`src/rtl/register_alu_instruction_executor_defines.svh`:
```
// Assertion macros shared by the executor modules.
`ifndef REGISTER_ALU_INSTRUCTION_EXECUTOR_DEFINES_SVH
`define REGISTER_ALU_INSTRUCTION_EXECUTOR_DEFINES_SVH

// Clocked check that is switched off while reset is held.
`define RAIE_ASSERT(label, prop, msg) \
  label: assert property (@(posedge clk) disable iff (rst) prop) else $error(msg);

// Clocked check that also holds during reset.
`define RAIE_ASSERT_ALWAYS(label, prop, msg) \
  label: assert property (@(posedge clk) prop) else $error(msg);

`endif

```
`src/rtl/raie_pkg.sv`:
```
// Types and constants of the register ALU instruction executor.
`default_nettype none
package raie_pkg;

  // The register file has a fixed count of sixteen entries.
  localparam int REG_COUNT = 16;
  localparam int REG_IDX_W = 4;

  localparam int IN_TDATA_W  = 16;
  localparam int OUT_VALUE_W = 32;
  localparam int OUT_TDATA_W = 40;

  // Opcodes taken from the top nibble of the first instruction byte.
  localparam logic [3:0] OP_HALT = 4'd0;
  localparam logic [3:0] OP_ADD  = 4'd1;
  localparam logic [3:0] OP_AND  = 4'd2;
  localparam logic [3:0] OP_DIV  = 4'd3;
  localparam logic [3:0] OP_MUL  = 4'd4;
  localparam logic [3:0] OP_SUB  = 4'd5;
  localparam logic [3:0] OP_OR   = 4'd6;
  localparam logic [3:0] OP_MOVE = 4'd11;

  // Sequencer states of the top level.
  typedef enum logic [1:0] {
    S_IDLE,
    S_EXEC,
    S_WAIT,
    S_WRITE
  } state_t;

  // Request to the shared multiply and divide unit.
  typedef struct packed {
    logic start;
    logic is_div;
  } md_req_t;

  // Status returned by the multiply and divide unit.
  typedef struct packed {
    logic busy;
    logic done;
  } md_sts_t;

endpackage
`default_nettype wire

```
`src/rtl/raie_ram.sv`:
```
// Generic RAM with one write port and two registered read ports.
`default_nettype none
module raie_ram #(
  parameter int WIDTH = 32,
  parameter int DEPTH = 16
) (
  input  wire logic                     clk,
  input  wire logic                     we,
  input  wire logic [$clog2(DEPTH)-1:0] waddr,
  input  wire logic [WIDTH-1:0]         wdata,
  input  wire logic [$clog2(DEPTH)-1:0] raddr_a,
  input  wire logic [$clog2(DEPTH)-1:0] raddr_b,
  output logic      [WIDTH-1:0]         rdata_a,
  output logic      [WIDTH-1:0]         rdata_b
);

  logic [WIDTH-1:0] mem [DEPTH];

  // Write and both reads share the clock; read data is registered and appears in the cycle after the address.
  always_ff @(posedge clk) begin
    if (we) begin
      mem[waddr] <= wdata;
    end
    rdata_a <= mem[raddr_a];
    rdata_b <= mem[raddr_b];
  end

endmodule
`default_nettype wire

```
`src/rtl/raie_muldiv.sv`:
```
// Shared iterative unit: shift-add multiply and restoring signed divide.
`default_nettype none
`include "register_alu_instruction_executor_defines.svh"
module raie_muldiv #(
  parameter int DATA_WIDTH = 32
) (
  input  wire logic                  clk,
  input  wire logic                  rst,
  input  wire raie_pkg::md_req_t     req,
  input  wire logic [DATA_WIDTH-1:0] a,
  input  wire logic [DATA_WIDTH-1:0] b,
  output raie_pkg::md_sts_t          sts,
  output logic      [DATA_WIDTH-1:0] result
);

  localparam int CNT_W = $clog2(DATA_WIDTH);

  logic             busy;
  logic             done_q;
  logic             div_q;
  logic             neg_q;
  logic [CNT_W-1:0] cnt;
  // acc: product or partial remainder; lo: multiplier or quotient;
  // hi: multiplicand or divisor magnitude.
  logic [DATA_WIDTH:0]   acc;
  logic [DATA_WIDTH-1:0] lo;
  logic [DATA_WIDTH-1:0] hi;

  logic [DATA_WIDTH-1:0] a_mag;
  logic [DATA_WIDTH-1:0] b_mag;
  logic [DATA_WIDTH:0]   rem_sh;
  logic [DATA_WIDTH+1:0] rem_diff;
  logic [DATA_WIDTH-1:0] prod_add;
  logic                  last;

  // Operand magnitudes for the signed divide.
  assign a_mag = a[DATA_WIDTH-1] ? (~a + 1'b1) : a;
  assign b_mag = b[DATA_WIDTH-1] ? (~b + 1'b1) : b;

  // One bit of the divide: shift in the next dividend bit and try a subtract.
  assign rem_sh   = {acc[DATA_WIDTH-1:0], lo[DATA_WIDTH-1]};
  assign rem_diff = {1'b0, rem_sh} - {2'b00, hi};

  // One bit of the multiply.
  assign prod_add = acc[DATA_WIDTH-1:0] + (lo[0] ? hi : '0);

  assign last = (cnt == CNT_W'(DATA_WIDTH - 1));

  // Control state.
  always_ff @(posedge clk) begin
    if (rst) begin
      busy   <= 1'b0;
      done_q <= 1'b0;
      cnt    <= '0;
    end else begin
      done_q <= 1'b0;
      if (req.start) begin
        busy <= 1'b1;
        cnt  <= '0;
      end else if (busy) begin
        cnt <= cnt + 1'b1;
        if (last) begin
          busy   <= 1'b0;
          done_q <= 1'b1;
        end
      end
    end
  end

  // Datapath registers.
  always_ff @(posedge clk) begin
    if (req.start) begin
      div_q <= req.is_div;
      neg_q <= req.is_div & (a[DATA_WIDTH-1] ^ b[DATA_WIDTH-1]);
      acc   <= '0;
      lo    <= req.is_div ? a_mag : b;
      hi    <= req.is_div ? b_mag : a;
    end else if (busy) begin
      if (div_q) begin
        if (rem_diff[DATA_WIDTH+1]) begin
          acc <= rem_sh;
        end else begin
          acc <= rem_diff[DATA_WIDTH:0];
        end
        lo <= {lo[DATA_WIDTH-2:0], ~rem_diff[DATA_WIDTH+1]};
      end else begin
        acc <= {1'b0, prod_add};
        lo  <= lo >> 1;
        hi  <= hi << 1;
      end
    end
  end

  // The quotient takes the sign fix on the way out.
  always_comb begin
    if (div_q) begin
      result = neg_q ? (~lo + 1'b1) : lo;
    end else begin
      result = acc[DATA_WIDTH-1:0];
    end
  end

  assign sts.busy = busy;
  assign sts.done = done_q;

  `RAIE_ASSERT(a_start_when_free, req.start |-> !busy, "muldiv started while busy")
  `RAIE_ASSERT(a_done_single, done_q |=> !done_q, "muldiv done lasted two cycles")
  `RAIE_ASSERT(a_done_after_busy, done_q |-> $past(busy), "muldiv done without a run")

endmodule
`default_nettype wire

```
`src/rtl/register_alu_instruction_executor.sv`:
```
// Top level of the register ALU instruction executor.
//
// Channel  Dir  Width  Words carried
// s_*      in   16     one two-byte instruction per word
// m_*      out  40     one result per instruction
//
// Words are accepted only in the idle step, one instruction at a time. Add, and,
// subtract, or, move, halt and no-op words go from the execute step straight to
// the write step, as do a divide by zero and any word after a halt; multiply and
// divide with a nonzero divisor wait between them for the bit-serial loop of the
// shared multiply and divide unit. The register file sits in a RAM read at
// acceptance; a per-entry valid bit makes every register read as zero after
// reset, so no clearing pass runs. A stalled result holds the sequencer in its
// write step until taken.
`default_nettype none
`include "register_alu_instruction_executor_defines.svh"
module register_alu_instruction_executor #(
  parameter int DATA_WIDTH = 32
) (
  input  wire logic                             clk,
  input  wire logic                             rst,
  input  wire logic                             s_tvalid,
  output logic                                  s_tready,
  // first_byte [7:0], second_byte [15:8]
  input  wire logic [raie_pkg::IN_TDATA_W-1:0]  s_tdata,
  output logic                                  m_tvalid,
  input  wire logic                             m_tready,
  // wrote [0], dest_index [4:1], write_value [36:5], halted [37],
  // div_by_zero [38], zero [39]
  output logic      [raie_pkg::OUT_TDATA_W-1:0] m_tdata
);

  localparam int IW = raie_pkg::REG_IDX_W;

  raie_pkg::state_t state;
  raie_pkg::state_t state_next;

  logic                         halt_state;
  logic [raie_pkg::REG_COUNT-1:0] vld;

  // Captured instruction fields.
  logic [3:0]    op_q;
  logic [IW-1:0] ra_q;
  logic [IW-1:0] rd_q;
  logic [7:0]    imm_q;

  // Result being built.
  logic                  wr_q;
  logic [IW-1:0]         dest_q;
  logic [DATA_WIDTH-1:0] val_q;
  logic                  dz_q;

  logic                  accept;
  logic                  out_free;
  logic                  out_load;
  logic                  ram_we;
  logic [IW-1:0]         rb_in;
  logic [DATA_WIDTH-1:0] rd_a;
  logic [DATA_WIDTH-1:0] rd_b;
  logic [DATA_WIDTH-1:0] x;
  logic [DATA_WIDTH-1:0] y;
  logic [DATA_WIDTH-1:0] alu;
  logic [IW-1:0]         rb_q;

  raie_pkg::md_req_t     md_req;
  raie_pkg::md_sts_t     md_sts;
  logic [DATA_WIDTH-1:0] md_result;

  assign accept   = s_tvalid && s_tready;
  assign out_free = !m_tvalid || m_tready;
  assign rb_in    = s_tdata[15:12];

  // Register file storage.
  raie_ram #(
    .WIDTH (DATA_WIDTH),
    .DEPTH (raie_pkg::REG_COUNT)
  ) u_regs (
    .clk     (clk),
    .we      (ram_we),
    .waddr   (dest_q),
    .wdata   (val_q),
    .raddr_a (s_tdata[3:0]),
    .raddr_b (rb_in),
    .rdata_a (rd_a),
    .rdata_b (rd_b)
  );

  // Shared multiply and divide unit.
  raie_muldiv #(
    .DATA_WIDTH (DATA_WIDTH)
  ) u_muldiv (
    .clk    (clk),
    .rst    (rst),
    .req    (md_req),
    .a      (x),
    .b      (y),
    .sts    (md_sts),
    .result (md_result)
  );

  // Registers never written since reset read as zero.
  assign x = vld[ra_q] ? rd_a : '0;
  assign y = vld[rb_q] ? rd_b : '0;

  // Combinational operations that need no multiply and divide unit.
  always_comb begin
    case (op_q)
      raie_pkg::OP_ADD:  alu = x + y;
      raie_pkg::OP_AND:  alu = x & y;
      raie_pkg::OP_SUB:  alu = x - y;
      raie_pkg::OP_OR:   alu = x | y;
      raie_pkg::OP_MOVE: alu = DATA_WIDTH'(imm_q);
      default:           alu = '0;
    endcase
  end

  // Next state.
  always_comb begin
    state_next = state;
    unique case (state)
      raie_pkg::S_IDLE: begin
        if (accept) state_next = raie_pkg::S_EXEC;
      end
      raie_pkg::S_EXEC: begin
        state_next = md_req.start ? raie_pkg::S_WAIT : raie_pkg::S_WRITE;
      end
      raie_pkg::S_WAIT: begin
        if (md_sts.done) state_next = raie_pkg::S_WRITE;
      end
      raie_pkg::S_WRITE: begin
        if (out_free) state_next = raie_pkg::S_IDLE;
      end
      default: state_next = raie_pkg::S_IDLE;
    endcase
  end

  // Sequencer outputs.
  always_comb begin
    s_tready      = 1'b0;
    md_req.start  = 1'b0;
    md_req.is_div = (op_q == raie_pkg::OP_DIV);
    out_load      = 1'b0;
    unique case (state)
      raie_pkg::S_IDLE: begin
        s_tready = 1'b1;
      end
      raie_pkg::S_EXEC: begin
        md_req.start = !halt_state &&
                       ((op_q == raie_pkg::OP_MUL) ||
                        ((op_q == raie_pkg::OP_DIV) && (y != '0)));
      end
      raie_pkg::S_WAIT: begin
      end
      raie_pkg::S_WRITE: begin
        out_load = out_free;
      end
      default: begin
      end
    endcase
  end

  assign ram_we = out_load && wr_q;

  // Control registers.
  always_ff @(posedge clk) begin
    if (rst) begin
      state      <= raie_pkg::S_IDLE;
      halt_state <= 1'b0;
      vld        <= '0;
      m_tvalid   <= 1'b0;
    end else begin
      state <= state_next;
      if ((state == raie_pkg::S_EXEC) && !halt_state && (op_q == raie_pkg::OP_HALT)) begin
        halt_state <= 1'b1;
      end
      if (ram_we) begin
        vld[dest_q] <= 1'b1;
      end
      if (out_load) begin
        m_tvalid <= 1'b1;
      end else if (m_tready) begin
        m_tvalid <= 1'b0;
      end
    end
  end

  // Instruction capture and result building.
  always_ff @(posedge clk) begin
    if (accept) begin
      op_q  <= s_tdata[7:4];
      ra_q  <= s_tdata[3:0];
      rb_q  <= rb_in;
      rd_q  <= s_tdata[11:8];
      imm_q <= s_tdata[15:8];
    end
    if (state == raie_pkg::S_EXEC) begin
      wr_q   <= 1'b0;
      dest_q <= '0;
      val_q  <= '0;
      dz_q   <= 1'b0;
      if (!halt_state) begin
        unique case (op_q) inside
          raie_pkg::OP_ADD, raie_pkg::OP_AND, raie_pkg::OP_SUB, raie_pkg::OP_OR,
          raie_pkg::OP_MUL: begin
            wr_q   <= 1'b1;
            dest_q <= rd_q;
            val_q  <= alu;
          end
          raie_pkg::OP_DIV: begin
            wr_q   <= 1'b1;
            dest_q <= rd_q;
            dz_q   <= (y == '0);
          end
          raie_pkg::OP_MOVE: begin
            wr_q   <= 1'b1;
            dest_q <= ra_q;
            val_q  <= alu;
          end
          default: begin
          end
        endcase
      end
    end
    if ((state == raie_pkg::S_WAIT) && md_sts.done) begin
      val_q <= md_result;
    end
    if (out_load) begin
      m_tdata <= {1'b0, dz_q, halt_state, raie_pkg::OUT_VALUE_W'(val_q), dest_q, wr_q};
    end
  end

  `RAIE_ASSERT(a_write_with_result, ram_we |-> out_load, "register write without a result")
  `RAIE_ASSERT(a_no_write_halted, halt_state |-> !ram_we, "register written after halt")
  `RAIE_ASSERT(a_done_in_wait, md_sts.done |-> (state == raie_pkg::S_WAIT),
               "muldiv finished outside the wait step")
  `RAIE_ASSERT(a_dz_writes_zero, (out_load && dz_q) |-> (wr_q && (val_q == '0)),
               "divide by zero did not write zero")

endmodule
`default_nettype wire

```
`config.mk`:
```
export PLATFORM = sky130hd
export DESIGN_NAME = register_alu_instruction_executor
export DESIGN_NICKNAME = d
export VERILOG_FILES = /design/src/rtl/raie_pkg.sv /design/src/rtl/raie_ram.sv /design/src/rtl/raie_muldiv.sv /design/src/rtl/register_alu_instruction_executor.sv
export VERILOG_INCLUDE_DIRS = /design/src /design/src/rtl
export SDC_FILE = /design/constraint.sdc
export NUM_CORES = 1
export LEC_CHECK = 0
export BUFFER_PORTS_ARGS = -buffer_cell sky130_fd_sc_hd__buf_2
export CAP_MARGIN = 20
export CELL_PAD_IN_SITES_DETAIL_PLACEMENT = 2
export CELL_PAD_IN_SITES_GLOBAL_PLACEMENT = 2
export CORE_ASPECT_RATIO = 1.75
export CORE_UTILIZATION = 45
export DETAILED_ROUTE_END_ITERATION = 8
export PLACE_DENSITY_LB_ADDON = 0.1
export SLEW_MARGIN = 10
export SYNTH_ARGS = -nofsm -noshare
export SYNTH_HDL_FRONTEND = slang
export SYNTH_SLANG_ARGS = --single-unit
```
`constraint.sdc`:
```
create_clock -name clk -period 13.8 [get_ports clk]
set_input_delay 0.69 -clock clk [delete_from_list [all_inputs] [get_ports clk]]
set_output_delay 0.69 -clock clk [all_outputs]
set_load 0.005 [all_outputs]
```
==> insert_results.sql, run 1 <==
INSERT INTO impl_metrics (metric_group, metric, value, unit) VALUES
('logic_synthesis', 'synthesis.area', '43300', 'sq um'),
('clock_network', 'clock_latency', '0.70', 'ns'),
('detailed_routing', 'remaining_drc_errors', '0', ''),
('sta', 'setup-tns-final', '0', 'ns'),
('global_route', 'overflow', '0', ''),
('clock_network', 'cts.repair_timing.setup_buffer_count', '0', ''),
('clock_network', 'clk_pin_slew', '0.07', 'ns'),
('global_route', 'grt_antenna_before_repair', '6', ''),
('detailed_routing', 'detail_route.wirelength', '161000', 'um'),
('global_route', 'first_pass_grt_wire_length', '234000', 'um'),
('floorplanning', 'initial_core_util', '45.3', '%'),
('sta', 'period_minus_slack', '6.75', 'ns'),
('pwr', 'p_switching', '2.58', 'mW'),
('detailed_routing', 'post_drt_wl_per_cell', '35.2', 'um'),
('detailed_routing', 'avgViaCountPerCell', '6.76', ''),
('placement', 'gp_routability_congestion', '0.931', ''),
('sta', 'max_slew.worst_pin.slew', '1.25', 'ns'),
('pwr', 'p_leak', '16.2', 'nW'),
('worst_setup_path', 'worstRegToRegCells', '19', ''),
('worst_setup_path', 'critPathCaptureType', 'flip-flop', ''),
('worst_setup_path', 'timing.rr.end', 'val_q[27]', ''),
('worst_setup_path', 'required', '14.23', 'ns'),
('worst_setup_path', 'arrival', '7.17', 'ns'),
('placement', 'detailed_place_hpwl', '107000', 'um'),
('floorplanning', 'floorplan.die_area', '97600', 'sq um'),
('sta', 'setup_repair_after_global_routing_missed_its_margin', 'false', ''),
('floorplanning', 'core_region_area', '95500', 'sq um'),
('placement', 'buffer_ports.inserted', '60', ''),
('worst_setup_path', 'cp_slowest_cell', 'ha_1', ''),
('final_layout', 'finalNetCount', '3416', ''),
('sta', 'final.setup_skew', '0.0207', 'ns'),
('logic_synthesis', 'yosysUniqueCellTypes', '88', ''),
('job', 'cap_violations', '0', ''),
('logic_synthesis', 'synth.ff_latch_count', '794', ''),
('logic_synthesis', 'yosysWarningCount', '0', ''),
('logic_synthesis', 'netlist.top_cell.by_area', 'edfxtp_1', ''),
('outcome', 'run_status', 'finished clean', ''),
('worst_setup_path', 'worst_path_most_repeated_cell', 'a21oi_1', ''),
('worst_hold_path', 'hold_path.class', 'in -> reg', ''),
('clock_network', 'clockRootBuffer', 'clkbuf_16', ''),
('clock_network', 'clock_tree.buffer_depth', '3', ''),
('clock_network', 'cts_htree_levels', '3', ''),
('logic_synthesis', 'syn-num-nets', '3436', ''),
('sta', 'finalHoldViolCount', '0', ''),
('logic_synthesis', 'postSynth.asyncResetShare', '0', '%'),
('sta', 'setup_violations', '0', ''),
('clock_network', 'tritoncts', 'yes', ''),
('worst_setup_path', 'critical_path.reg2reg.startpoint', 'imm_q[6]', ''),
('worst_setup_path', 'worstSetupStartpointType', 'flip-flop', ''),
('logic_synthesis', 'area_share_of_the_leading_cell_type_in_the_synthesized_netlist', '46.5', '%'),
('worst_setup_path', 'critical-path-top-delay-family', 'compound AO/OA/AOI/OAI gates', ''),
('final_layout', 'layout_common_cells', 'edfxtp_1, mux4_2, nand2_1, a21oi_1, nor2_1', ''),
('global_route', 'via_count_of_the_first_global_routing_pass', '34400', ''),
('sta', 'timing.final.max_slew_violations', '0', ''),
('worst_setup_path', 'critical_path_fanout_max', '17', ''),
('final_layout', 'final.fill_count', '9039', ''),
('detailed_routing', 'drt-initial-drc-count', '2643', ''),
('pwr', 'power.clock.fraction', '30.4', '%'),
('clock_network', 'clock_sinks', '794', ''),
('placement', 'placed_area', '44900', 'sq um'),
('floorplanning', 'die_width', '237', 'um'),
('placement', 'dpl_worst_slack', '7.26', 'ns'),
('sta', 'maxSlewHeadroom', '16.4', '%'),
('logic_synthesis', 'yosys_most_used_dff', 'edfxtp_1', ''),
('pwr', 'peakVddDrop', '120', 'uV'),
('detailed_routing', 'detailroute.via_count', '30900', ''),
('floorplanning', 'floorplan.die.height', '412', 'um'),
('logic_synthesis', 'netlist_top_cells_area', 'edfxtp_1, mux4_2, dfxtp_1', ''),
('pwr', 'switching_share', '34.7', '%'),
('floorplanning', 'design.portCount', '62', ''),
('final_layout', 'antenna_diode_count', '0', '');
synth_stat cells, types with 45 or more instances:
cell type  instances
o31ai_1           45
nor2_1           224
nand2_1          225
o21ai_0          152
dfxtp_1          123
xor2_1            66
clkbuf_1         167
edfxtp_1         671
xnor2_1           96
a21oi_1          215
mux4_2           327
mux2i_1           51
inv_1             85
nor3_1            59
ha_1             105
cells by family after synthesis:
group,synth area share (%)
compound gates,12.0
flops,52.2
simple gates,8.19
mux,18.3
buf+inv,2.83
xor+xnor,3.28
fa+ha+maj,3.17
other cells,0.00866
final cells by class:
type                            instances  area [sq um]  share of cell area (%)
Multi-Input combinational cell       2201         19600                    41.3
Sequential cell                       794         22600                    47.5
Clock inverter                         47           483                    1.01
Timing Repair Buffer                  125           858                    1.80
Inverter                               87           329                   0.691
Clock buffer                          101          2160                    4.54
Tap cell                             1216          1520                    3.20
stage by stage:
stage	instances	utilization, %	power [mW]
6_report	4571	49.8	7.44
5_1_grt	4571	49.8	7.69
4_1_cts	4568	49.8	7.45
3_5_place_dp	4420	47.0	5.18
3_3_place_gp	4420	47.0	5.09
2_1_floorplan	3308	-	4.42
state kept, by name (all words and copies together), names as in the netlist, 2 cells and up:
register and cells:
op_q 4, u_muldiv.hi 32, rd_q 3, ra_q 4, u_muldiv.cnt 5, u_muldiv.acc 32
dest_q 4, u_regs.mem 512, u_regs.rdata_a 32, m_tdata 39, val_q 32, imm_q 5
vld 16, u_muldiv.lo 32, u_regs.rdata_b 32, state 2
per-layer routing:
| layer | track usage, % | routed length, um | vias to the layer above | part of all wire (%) |
|---|---|---|---|---|
| met5 | 0 | 39 | - | 0.024 |
| met4 | 20.3 | 10300 | 6 | 6.4 |
| met3 | 4.01 | 7490 | 425 | 4.7 |
| met2 | 60.4 | 85100 | 1144 | 53 |
| met1 | 37.3 | 57900 | 16300 | 36 |
| li1 | - | - | 13100 | - |
power by group through the flow:
stage,combinational (mW),sequential [mW],clock [mW]
finish,1.93,3.24,2.27
CTS,1.92,3.23,2.30
global placement,1.83,3.26,0
global route,2.07,3.26,2.36
detailed placement,1.90,3.28,0
floorplan,1.32,3.09,0
worst register-to-register path, cell delays in order (launching register included):
cell and delay, ns:
edfxtp_1 0.51, mux4_2 0.53, nand2b_1 0.16, a31oi_1 0.44
nor2_4 0.12, nand2_1 0.17, ha_1 0.71, nand2_1 0.20
a21oi_1 0.22, a21oi_1 0.07, ha_1 0.42, a21o_1 0.21
a21o_1 0.18, a221oi_1 0.62, nand3b_1 0.20, a21oi_1 0.55
o21a_1 0.35, o21bai_1 0.23, nor4b_1 0.22, or3_1 0.38
how the worst max path moves through the flow:
stage	start	endpoint	slack [ns]	cells past startpoint
CTS	imm_q[6]	val_q[27]	7.21	19
floorplan	m_tready	u_regs.mem[0][0]	7.82	5
finish	imm_q[6]	val_q[27]	7.05	19
global placement	imm_q[6]	val_q[27]	7.47	19
detailed placement	imm_q[6]	val_q[27]	7.26	19
global route	imm_q[6]	val_q[27]	6.72	19
No activity file was read; power rests on OpenSTA's default activity.
==> run 2: changes to the inputs <==
Clock period 13.8 ns to 6.45 ns, I/O delays scaled along.
==> run 2 against run 1 <==
  * Via count grew 0.60%
  * Register-to-register slack lost 6.6 ns
  * Final cell count grew 0.35%
==> insert_results.sql, run 2 (same netlist as run 1, synthesis figures left out) <==
INSERT INTO impl_metrics (metric_group, metric, value, unit) VALUES
('detailed_routing', 'detail_route.wirelength', '164000', 'um'),
('pwr', 'p_leak', '16.3', 'nW'),
('clock_network', 'cts_inserted_buffers', '78', ''),
('worst_setup_path', 'critical_path.reg2reg.startpoint', 'imm_q[6]', ''),
('sta', 'fin_hold_ws', '0.0376', 'ns'),
('worst_hold_path', 'hold_path.class', 'in -> reg', ''),
('placement', 'buffer_ports.inserted', '60', ''),
('global_route', 'grt_max_degree', '119', ''),
('worst_setup_path', 'timing.rr.end', 'val_q[27]', ''),
('detailed_routing', 'antenna_violating_nets_post_route', '0', ''),
('worst_hold_path', 'hold-path-endpoint', 'ra_q[2]', ''),
('global_route', 'first_pass_grt_wire_length', '237000', 'um'),
('floorplanning', 'floorplan.die_area', '97600', 'sq um'),
('placement', 'detailed_place_hpwl', '112000', 'um'),
('placement', 'gp_routability_congestion', '0.938', ''),
('detailed_routing', 'drt-initial-drc-count', '2415', ''),
('worst_setup_path', 'worstRegToRegCells', '20', ''),
('worst_hold_path', 'worstHoldPathCells', '1', ''),
('outcome', 'run_status', 'finished clean', ''),
('placement', 'placed_area', '45000', 'sq um'),
('detailed_routing', 'remaining_drc_errors', '0', ''),
('worst_setup_path', 'required', '6.87', 'ns'),
('sta', 'setup_violations', '0', ''),
('floorplanning', 'die_width', '237', 'um'),
('worst_setup_path', 'worstSetupStartpointType', 'flip-flop', ''),
('sta', 'setup_repair_after_global_routing_missed_its_margin', 'false', ''),
('pwr', 'power.clock.fraction', '30.1', '%'),
('floorplanning', 'initial_core_util', '45.3', '%'),
('global_route', 'overflow', '0', ''),
('pwr', 'combinationalPowerShare', '26.4', '%'),
('sta', 'max_slew.worst_pin.slew', '1.20', 'ns'),
('global_route', 'grt_antenna_before_repair', '8', ''),
('clock_network', 'clockRootBuffer', 'clkbuf_16', ''),
('placement', 'post_place_cells', '4430', ''),
('worst_hold_path', 'worst_hold_launch', 's_tdata[2]', ''),
('clock_network', 'clock_tree.buffer_depth', '3', ''),
('floorplanning', 'std_cell_rows', '150', ''),
('placement', 'dpl_worst_slack', '0.234', 'ns'),
('worst_setup_path', 'reg2reg_setup_slack', '0.44', 'ns'),
('final_layout', 'post_route_cells_drive_above_1_share', '19.2', '%'),
('sta', 'period_share', '93.2', '%'),
('final_layout', 'layout_common_cells', 'edfxtp_1, mux4_2, nand2_1, a21oi_1, nor2_1', ''),
('detailed_routing', 'detailedRoute.firstPassIterationCount', '6', ''),
('floorplanning', 'design.portCount', '62', ''),
('final_layout', 'area_delta_synth_final', '10.3', '%'),
('final_layout', 'finalNetCount', '3433', ''),
('final_layout', 'largest-register', 'u_regs.mem', ''),
('worst_setup_path', 'arrival', '6.44', 'ns'),
('global_route', 'grtUsageTotal', '33.8', '%'),
('worst_setup_path', 'crit_type', 'reg -> reg', ''),
('pwr', 'p_switching', '5.54', 'mW'),
('clock_network', 'cts_htree_levels', '3', ''),
('pwr', 'intPower', '10.4', 'mW'),
('worst_setup_path', 'critical_path_fanout_max', '11', ''),
('sta', 'setup-tns-final', '0', 'ns'),
('sta', 'finalHoldViolCount', '0', ''),
('job', 'cap_violations', '0', ''),
('clock_network', 'clock_sinks', '794', ''),
('floorplanning', 'core_region_area', '95500', 'sq um'),
('clock_network', 'clk_pin_slew', '0.07', 'ns'),
('detailed_routing', 'detailroute.via_count', '31100', ''),
('detailed_routing', 'post_drt_wl_per_cell', '35.6', 'um'),
('final_layout', 'cell_area_after_layout', '47800', 'sq um'),
('sta', 'fin_ws', '0.436', 'ns'),
('final_layout', 'antenna_diode_count', '0', ''),
('clock_network', 'cts.repair_timing.setup_buffer_count', '0', ''),
('floorplanning', 'floorplan.die.height', '412', 'um'),
('worst_setup_path', 'critPathCaptureType', 'flip-flop', ''),
('pwr', 'sequential_fraction_of_design_power', '43.5', '%'),
('sta', 'timing.final.max_slew_violations', '0', ''),
('pwr', 'peakVddDrop', '296', 'uV'),
('sta', 'period_minus_slack', '6.01', 'ns'),
('clock_network', 'clock_latency', '0.68', 'ns'),
('sta', 'maxSlewHeadroom', '19.4', '%'),
('pwr', 'switching_share', '34.8', '%'),
('sta', 'max_freq', '166', 'MHz'),
('sta', 'final.setup_skew', '0.0297', 'ns'),
('final_layout', 'final-instance-count-excl-fill', '4587', ''),
('final_layout', 'flip_flop_count_of_the_largest_register_after_layout', '512', ''),
('final_layout', 'reg.largest.list', 'u_regs.mem (512), m_tdata (39)', ''),
('detailed_routing', 'avgViaCountPerCell', '6.77', ''),
('global_route', 'via_count_of_the_first_global_routing_pass', '34100', ''),
('clock_network', 'tritoncts', 'yes', ''),
('final_layout', 'layout_commonest_cell', 'edfxtp_1', ''),
('pwr', 'cellPowerDensity', '333', 'nW/um^2');
run 2: changes by cell type in the layout (fill, tap and decap cells not counted), moves of 3 or more:
cell	delta
clkinv_2	+4
buf_4	+4
clkinv_8	-3
buf_12	+4
clkbuf_8	+3
clkinv_1	-11
inv_6	+4
dlygate4sd3_1	+9
run 2: critical path: stages (launching register included):
cell and delay [ns]:
edfxtp_1 0.52, mux4_2 0.56, nand2b_1 0.20, a31oi_2 0.35, nor2_4 0.14, nand2_1 0.16, ha_1 0.41, buf_4 0.23
o21ai_0 0.24, and2_1 0.30, a22oi_1 0.22, ha_1 0.27, a21oi_1 0.08, nor2b_1 0.12, o21ai_0 0.15, a2111oi_0 0.56
a211oi_2 0.13, o21a_1 0.21, o21bai_1 0.44, a21oi_1 0.13, or3_1 0.35
run 2: metrics by stage:
| stage | power [mW] | util [%] |
|---|---|---|
| 2_1_floorplan | 9.45 | - |
| 3_5_place_dp | 11.1 | 47.1 |
| 4_1_cts | 15.9 | 50.0 |
| 6_report | 15.9 | 50.0 |
| 5_1_grt | 16.4 | 50.0 |
| 3_3_place_gp | 10.9 | 47.1 |
run 2: routing by layer:
layer  part of all wire, %  track usage, %  vias up
met5                 0.028               0        -
met4                   7.0            22.0        6
met3                   4.8            3.47      420
met2                    53            61.6     1203
met1                    36            37.4    16400
li1                      -               -    13100
run 2: worst max path at each step:
stage	to	cells after the start	start	slack (ns)
6_report	val_q[27]	20	imm_q[6]	0.44
3_3_place_gp	val_q[27]	20	imm_q[6]	0.43
2_1_floorplan	u_regs.mem[0][0]	5	state[0]	0.66
3_5_place_dp	val_q[27]	20	imm_q[6]	0.23
4_1_cts	val_q[27]	20	imm_q[6]	0.19
5_1_grt	val_q[28]	21	imm_q[6]	0.10
run 2: layout make-up:
cell class                 instances  area [sq um]
fill                            8993         47700
sequential                       794         22600
multi-input combinational       2201         19700
clock buffer                     105          2210
tap                             1216          1520
timing repair buffer             143          1030
clock inverter                    41           425
inverter                          87           329
run 2: timing repair:
action / CTS / global route
hold endpoints to repair: 9 / 0
endpoints found under the setup margin: 0 / 3
resized for setup: 0 / 2
hold buffers: 9 / 0
run 2: power groups by stage:
stage / clock [mW] / sequential [mW] / combinational (mW)
after floorplan: 0 / 6.62 / 2.83
after global placement: 0 / 6.96 / 3.97
after detailed placement: 0 / 7.01 / 4.12
after CTS: 4.86 / 6.91 / 4.17
after global routing: 4.99 / 6.96 / 4.49
final: 4.80 / 6.93 / 4.20
==> run 3: changes to the inputs <==
Settings changed: ABC_AREA from default to 1, CORE_UTILIZATION 45 to 40, SKIP_LAST_GASP from default to 1.
==> run 3 against run 2 <==
  * Final area up 6.7%
  * Maximum frequency up 3.1%
  * Wire length up 31%
  * Worst hold slack better by 0.0039 ns
  * Core utilization down 5.4 points
  * Sequential power about the same
  * First-iteration DRC count up 15%
  * Clock skew up 0.0034 ns
  * Sequential share of layout area down 3.0 points
  * Clock-buffer cell count up 6
  * Global-route usage up 2.3 points
  * Largest cell class unchanged
  * Largest power group unchanged
  * Highest routed layer unchanged
==> insert_results.sql, run 3 <==
INSERT INTO impl_metrics (metric_group, metric, value, unit) VALUES
('global_route', 'grt_max_degree', '167', ''),
('final_layout', 'cell_area_after_layout', '51000', 'sq um'),
('clock_network', 'clockRootBuffer', 'clkbuf_16', ''),
('logic_synthesis', 'synth-compound-area-share', '21.1', '%'),
('clock_network', 'tritoncts', 'yes', ''),
('clock_network', 'cts_inserted_buffers', '82', ''),
('clock_network', 'postCtsHoldBufs', '11', ''),
('logic_synthesis', 'netlist.top_cell.by_area', 'edfxtp_1', ''),
('sta', 'period_share', '90.4', '%'),
('sta', 'max_slew.worst_pin.slew', '1.11', 'ns'),
('final_layout', 'finalNetCount', '5639', ''),
('final_layout', 'area_delta_synth_final', '10.3', '%'),
('final_layout', 'largest-register', 'u_regs.mem', ''),
('floorplanning', 'core_region_area', '114000', 'sq um'),
('floorplanning', 'floorplan.die_area', '117000', 'sq um'),
('logic_synthesis', 'yosys_most_used_dff', 'edfxtp_1', ''),
('logic_synthesis', 'post_synth_mux_area_share', '0', '%'),
('clock_network', 'clock_tree.buffer_depth', '3', ''),
('job', 'cap_violations', '0', ''),
('placement', 'post_place_cells', '6909', ''),
('detailed_routing', 'detailedRoute.firstPassIterationCount', '5', ''),
('clock_network', 'cts.repair_timing.setup_buffer_count', '0', ''),
('worst_setup_path', 'critical_path_fanout_max', '23', ''),
('sta', 'finalHoldViolCount', '0', ''),
('detailed_routing', 'detail_route.wirelength', '214000', 'um'),
('final_layout', 'final-instance-count-excl-fill', '7075', ''),
('sta', 'setup_repair_after_global_routing_missed_its_margin', 'false', ''),
('global_route', 'overflow', '0', ''),
('worst_setup_path', 'reg2reg_setup_slack', '0.62', 'ns'),
('placement', 'placed_area', '48000', 'sq um'),
('clock_network', 'clk_pin_slew', '0.07', 'ns'),
('sta', 'final.setup_skew', '0.0331', 'ns'),
('logic_synthesis', 'syn-num-nets', '5713', ''),
('sta', 'setup_violations', '0', ''),
('worst_hold_path', 'hold_path.class', 'in -> reg', ''),
('detailed_routing', 'avgViaCountPerCell', '6.14', ''),
('clock_network', 'clock_sinks', '794', ''),
('logic_synthesis', 'parity_gate_share_of_the_synthesized_area_counting_xor_and_xnor_cells', '1.16', '%'),
('detailed_routing', 'antenna_violating_nets_post_route', '0', ''),
('final_layout', 'layout_commonest_cell', 'nand2_1', ''),
('final_layout', 'post_route_cells_drive_above_1_share', '6.99', '%'),
('floorplanning', 'floorplan.die.height', '452', 'um'),
('logic_synthesis', 'synthesis.area', '46200', 'sq um'),
('worst_setup_path', 'critPathCaptureType', 'flip-flop', ''),
('detailed_routing', 'remaining_drc_errors', '0', ''),
('sta', 'max_freq', '171', 'MHz'),
('logic_synthesis', 'synth.most_common_cell', 'nand2_1', ''),
('logic_synthesis', 'synth.ff_latch_count', '794', ''),
('logic_synthesis', 'synthesis.area_per_instance', '8.28', 'sq um'),
('clock_network', 'cts_htree_levels', '3', ''),
('placement', 'detailed_place_hpwl', '146000', 'um'),
('placement', 'buffer_ports.inserted', '60', ''),
('global_route', 'grt_antenna_before_repair', '12', ''),
('logic_synthesis', 'gate_count_post_synth', '5585', ''),
('worst_setup_path', 'crit_type', 'reg -> reg', ''),
('logic_synthesis', 'postSynth.asyncResetShare', '0', '%'),
('logic_synthesis', 'yosysWarningCount', '0', ''),
('worst_setup_path', 'worstSetupStartpointType', 'flip-flop', ''),
('sta', 'period_minus_slack', '5.83', 'ns'),
('final_layout', 'reg.largest.list', 'u_regs.mem (512), m_tdata (39)', ''),
('logic_synthesis', 'post_synth_and_or_nand_nor_area_fraction', '17.9', '%'),
('outcome', 'run_status', 'finished clean', ''),
('clock_network', 'clock_latency', '0.72', 'ns'),
('logic_synthesis', 'synth_enable_flop_cells', '671', ''),
('floorplanning', 'initial_core_util', '40.4', '%'),
('detailed_routing', 'post_drt_wl_per_cell', '30.2', 'um'),
('global_route', 'grtUsageTotal', '36.1', '%'),
('sta', 'maxSlewHeadroom', '25.0', '%'),
('final_layout', 'final.fill_count', '12800', ''),
('logic_synthesis', 'synth_top_family_by_area', 'compound AO/OA/AOI/OAI gates', ''),
('pwr', 'peakVddDrop', '273', 'uV'),
('sta', 'timing.final.max_slew_violations', '0', ''),
('detailed_routing', 'detailroute.via_count', '43400', ''),
('logic_synthesis', 'sequential_share_of_the_synthesized_area', '48.9', '%'),
('clock_network', 'post_cts_resize_count', '0', ''),
('final_layout', 'layout_common_cells', 'nand2_1, o21ai_0, edfxtp_1, inv_1, a21oi_1', ''),
('logic_synthesis', 'netlist_top_cells_area', 'edfxtp_1, nand2_1, o21ai_0', ''),
('floorplanning', 'design.portCount', '62', ''),
('global_route', 'first_pass_grt_wire_length', '310000', 'um'),
('floorplanning', 'std_cell_rows', '164', ''),
('logic_synthesis', 'yosysUniqueCellTypes', '58', ''),
('worst_setup_path', 'required', '6.91', 'ns'),
('detailed_routing', 'drt-initial-drc-count', '2766', ''),
('pwr', 'p_leak', '20.5', 'nW'),
('logic_synthesis', 'area_share_of_the_leading_cell_type_in_the_synthesized_netlist', '43.6', '%'),
('floorplanning', 'die_width', '259', 'um'),
('pwr', 'cellPowerDensity', '356', 'nW/um^2'),
('final_layout', 'flip_flop_count_of_the_largest_register_after_layout', '512', ''),
('global_route', 'via_count_of_the_first_global_routing_pass', '47800', ''),
('logic_synthesis', 'yosys.area_share.adder', '2.97', '%'),
('placement', 'gp_routability_congestion', '0.947', ''),
('sta', 'setup-tns-final', '0', 'ns'),
('logic_synthesis', 'ys_top_cells_by_count', 'nand2_1, o21ai_0, edfxtp_1, inv_1, a21oi_1', ''),
('worst_setup_path', 'arrival', '6.29', 'ns');
[run 3: cell types whose count changed in the layout (fill, tap and decap cells not counted), sizes merged, moves of 139 or more]
cell,change
inv,+540
a21oi,+396
mux4,-327
o21ai,+546
nand2,+944
o211ai,+139
nand3,+347
[run 3: worst max-delay path, stage by stage (launching register included)]
cell and delay, ns:
edfxtp_1 0.57, inv_2 0.22, nand2_1 0.07, nand3_1 0.06, nand3_1 0.12, nand3_2 0.11, nand2_2 0.21, buf_4 0.34
nand2_2 0.23, nand2_1 0.13, nor2_1 0.10, nand4_1 0.10, nor2_1 0.71, nand2_1 0.18, a31oi_1 0.23, ha_1 0.30
nand2_1 0.20, o21ai_0 0.15, a21oi_1 0.18, nand3_1 0.22, a21o_1 0.28, a21oi_1 0.43, xor2_1 0.19, o211ai_1 0.09
nand2_1 0.10, nand2_1 0.05
[run 3: through the flow]
stage	setup slack, ns	utilization (%)	hold slack (ns)	power [mW]
floorplan	2.23	-	0.400	10.3
global placement	0.833	42.0	0.416	12.7
detailed placement	0.674	42.0	0.423	12.9
CTS	0.652	44.6	0.0173	18.1
global route	0.178	44.6	0.0505	18.8
finish	0.618	44.6	0.0415	18.2
[run 3: area by class of cell]
type,instances,area (sq um),area share [%]
Timing Repair Buffer,157,1170,2.30
Tap cell,1494,1870,3.67
Antenna cell,3,7.51,0.0147
Inverter,641,2410,4.73
Clock buffer,111,2330,4.58
Multi-Input combinational cell,3835,20100,39.4
Sequential cell,794,22600,44.3
Clock inverter,40,509,0.999
[run 3: worst paths after layout]
check / start / end / cells after the start
worst max-delay path: imm_q[4] / val_q[26] / 25
worst min-delay path: rst / vld[12] / 2
worst max register to register: imm_q[4] / val_q[26] / 25
worst min register to register: dz_q / m_tdata[38] / 0
[run 3: power breakdown]
group	switching (mW)	internal, mW	total (mW)	leakage, nW
Sequential	0.714	6.23	6.95	7.11
Combinational	4.37	1.64	6.01	12.0
Clock	2.25	2.95	5.20	1.39
[run 3: kinds of logic (layout without fill, tap and decap cells)]
group / count (synthesis) / in the layout
DFF: 794 / 794
buffers and inverters: 956 / 949
AOI/OAI and AO/OA: 1713 / 1713
xor gates and xnor gates: 61 / 61
and+or+nand+nor: 1952 / 1952
other: 1 / 4
adders and majority gates: 108 / 108
[run 3: layer usage]
layer	vias up	track usage, %	part of all wire [%]
met1	22200	37.1	35
met5	-	0	0.040
met4	14	26.2	8.0
li1	19300	-	-
met2	1291	66.7	53
met3	667	4.73	4.4
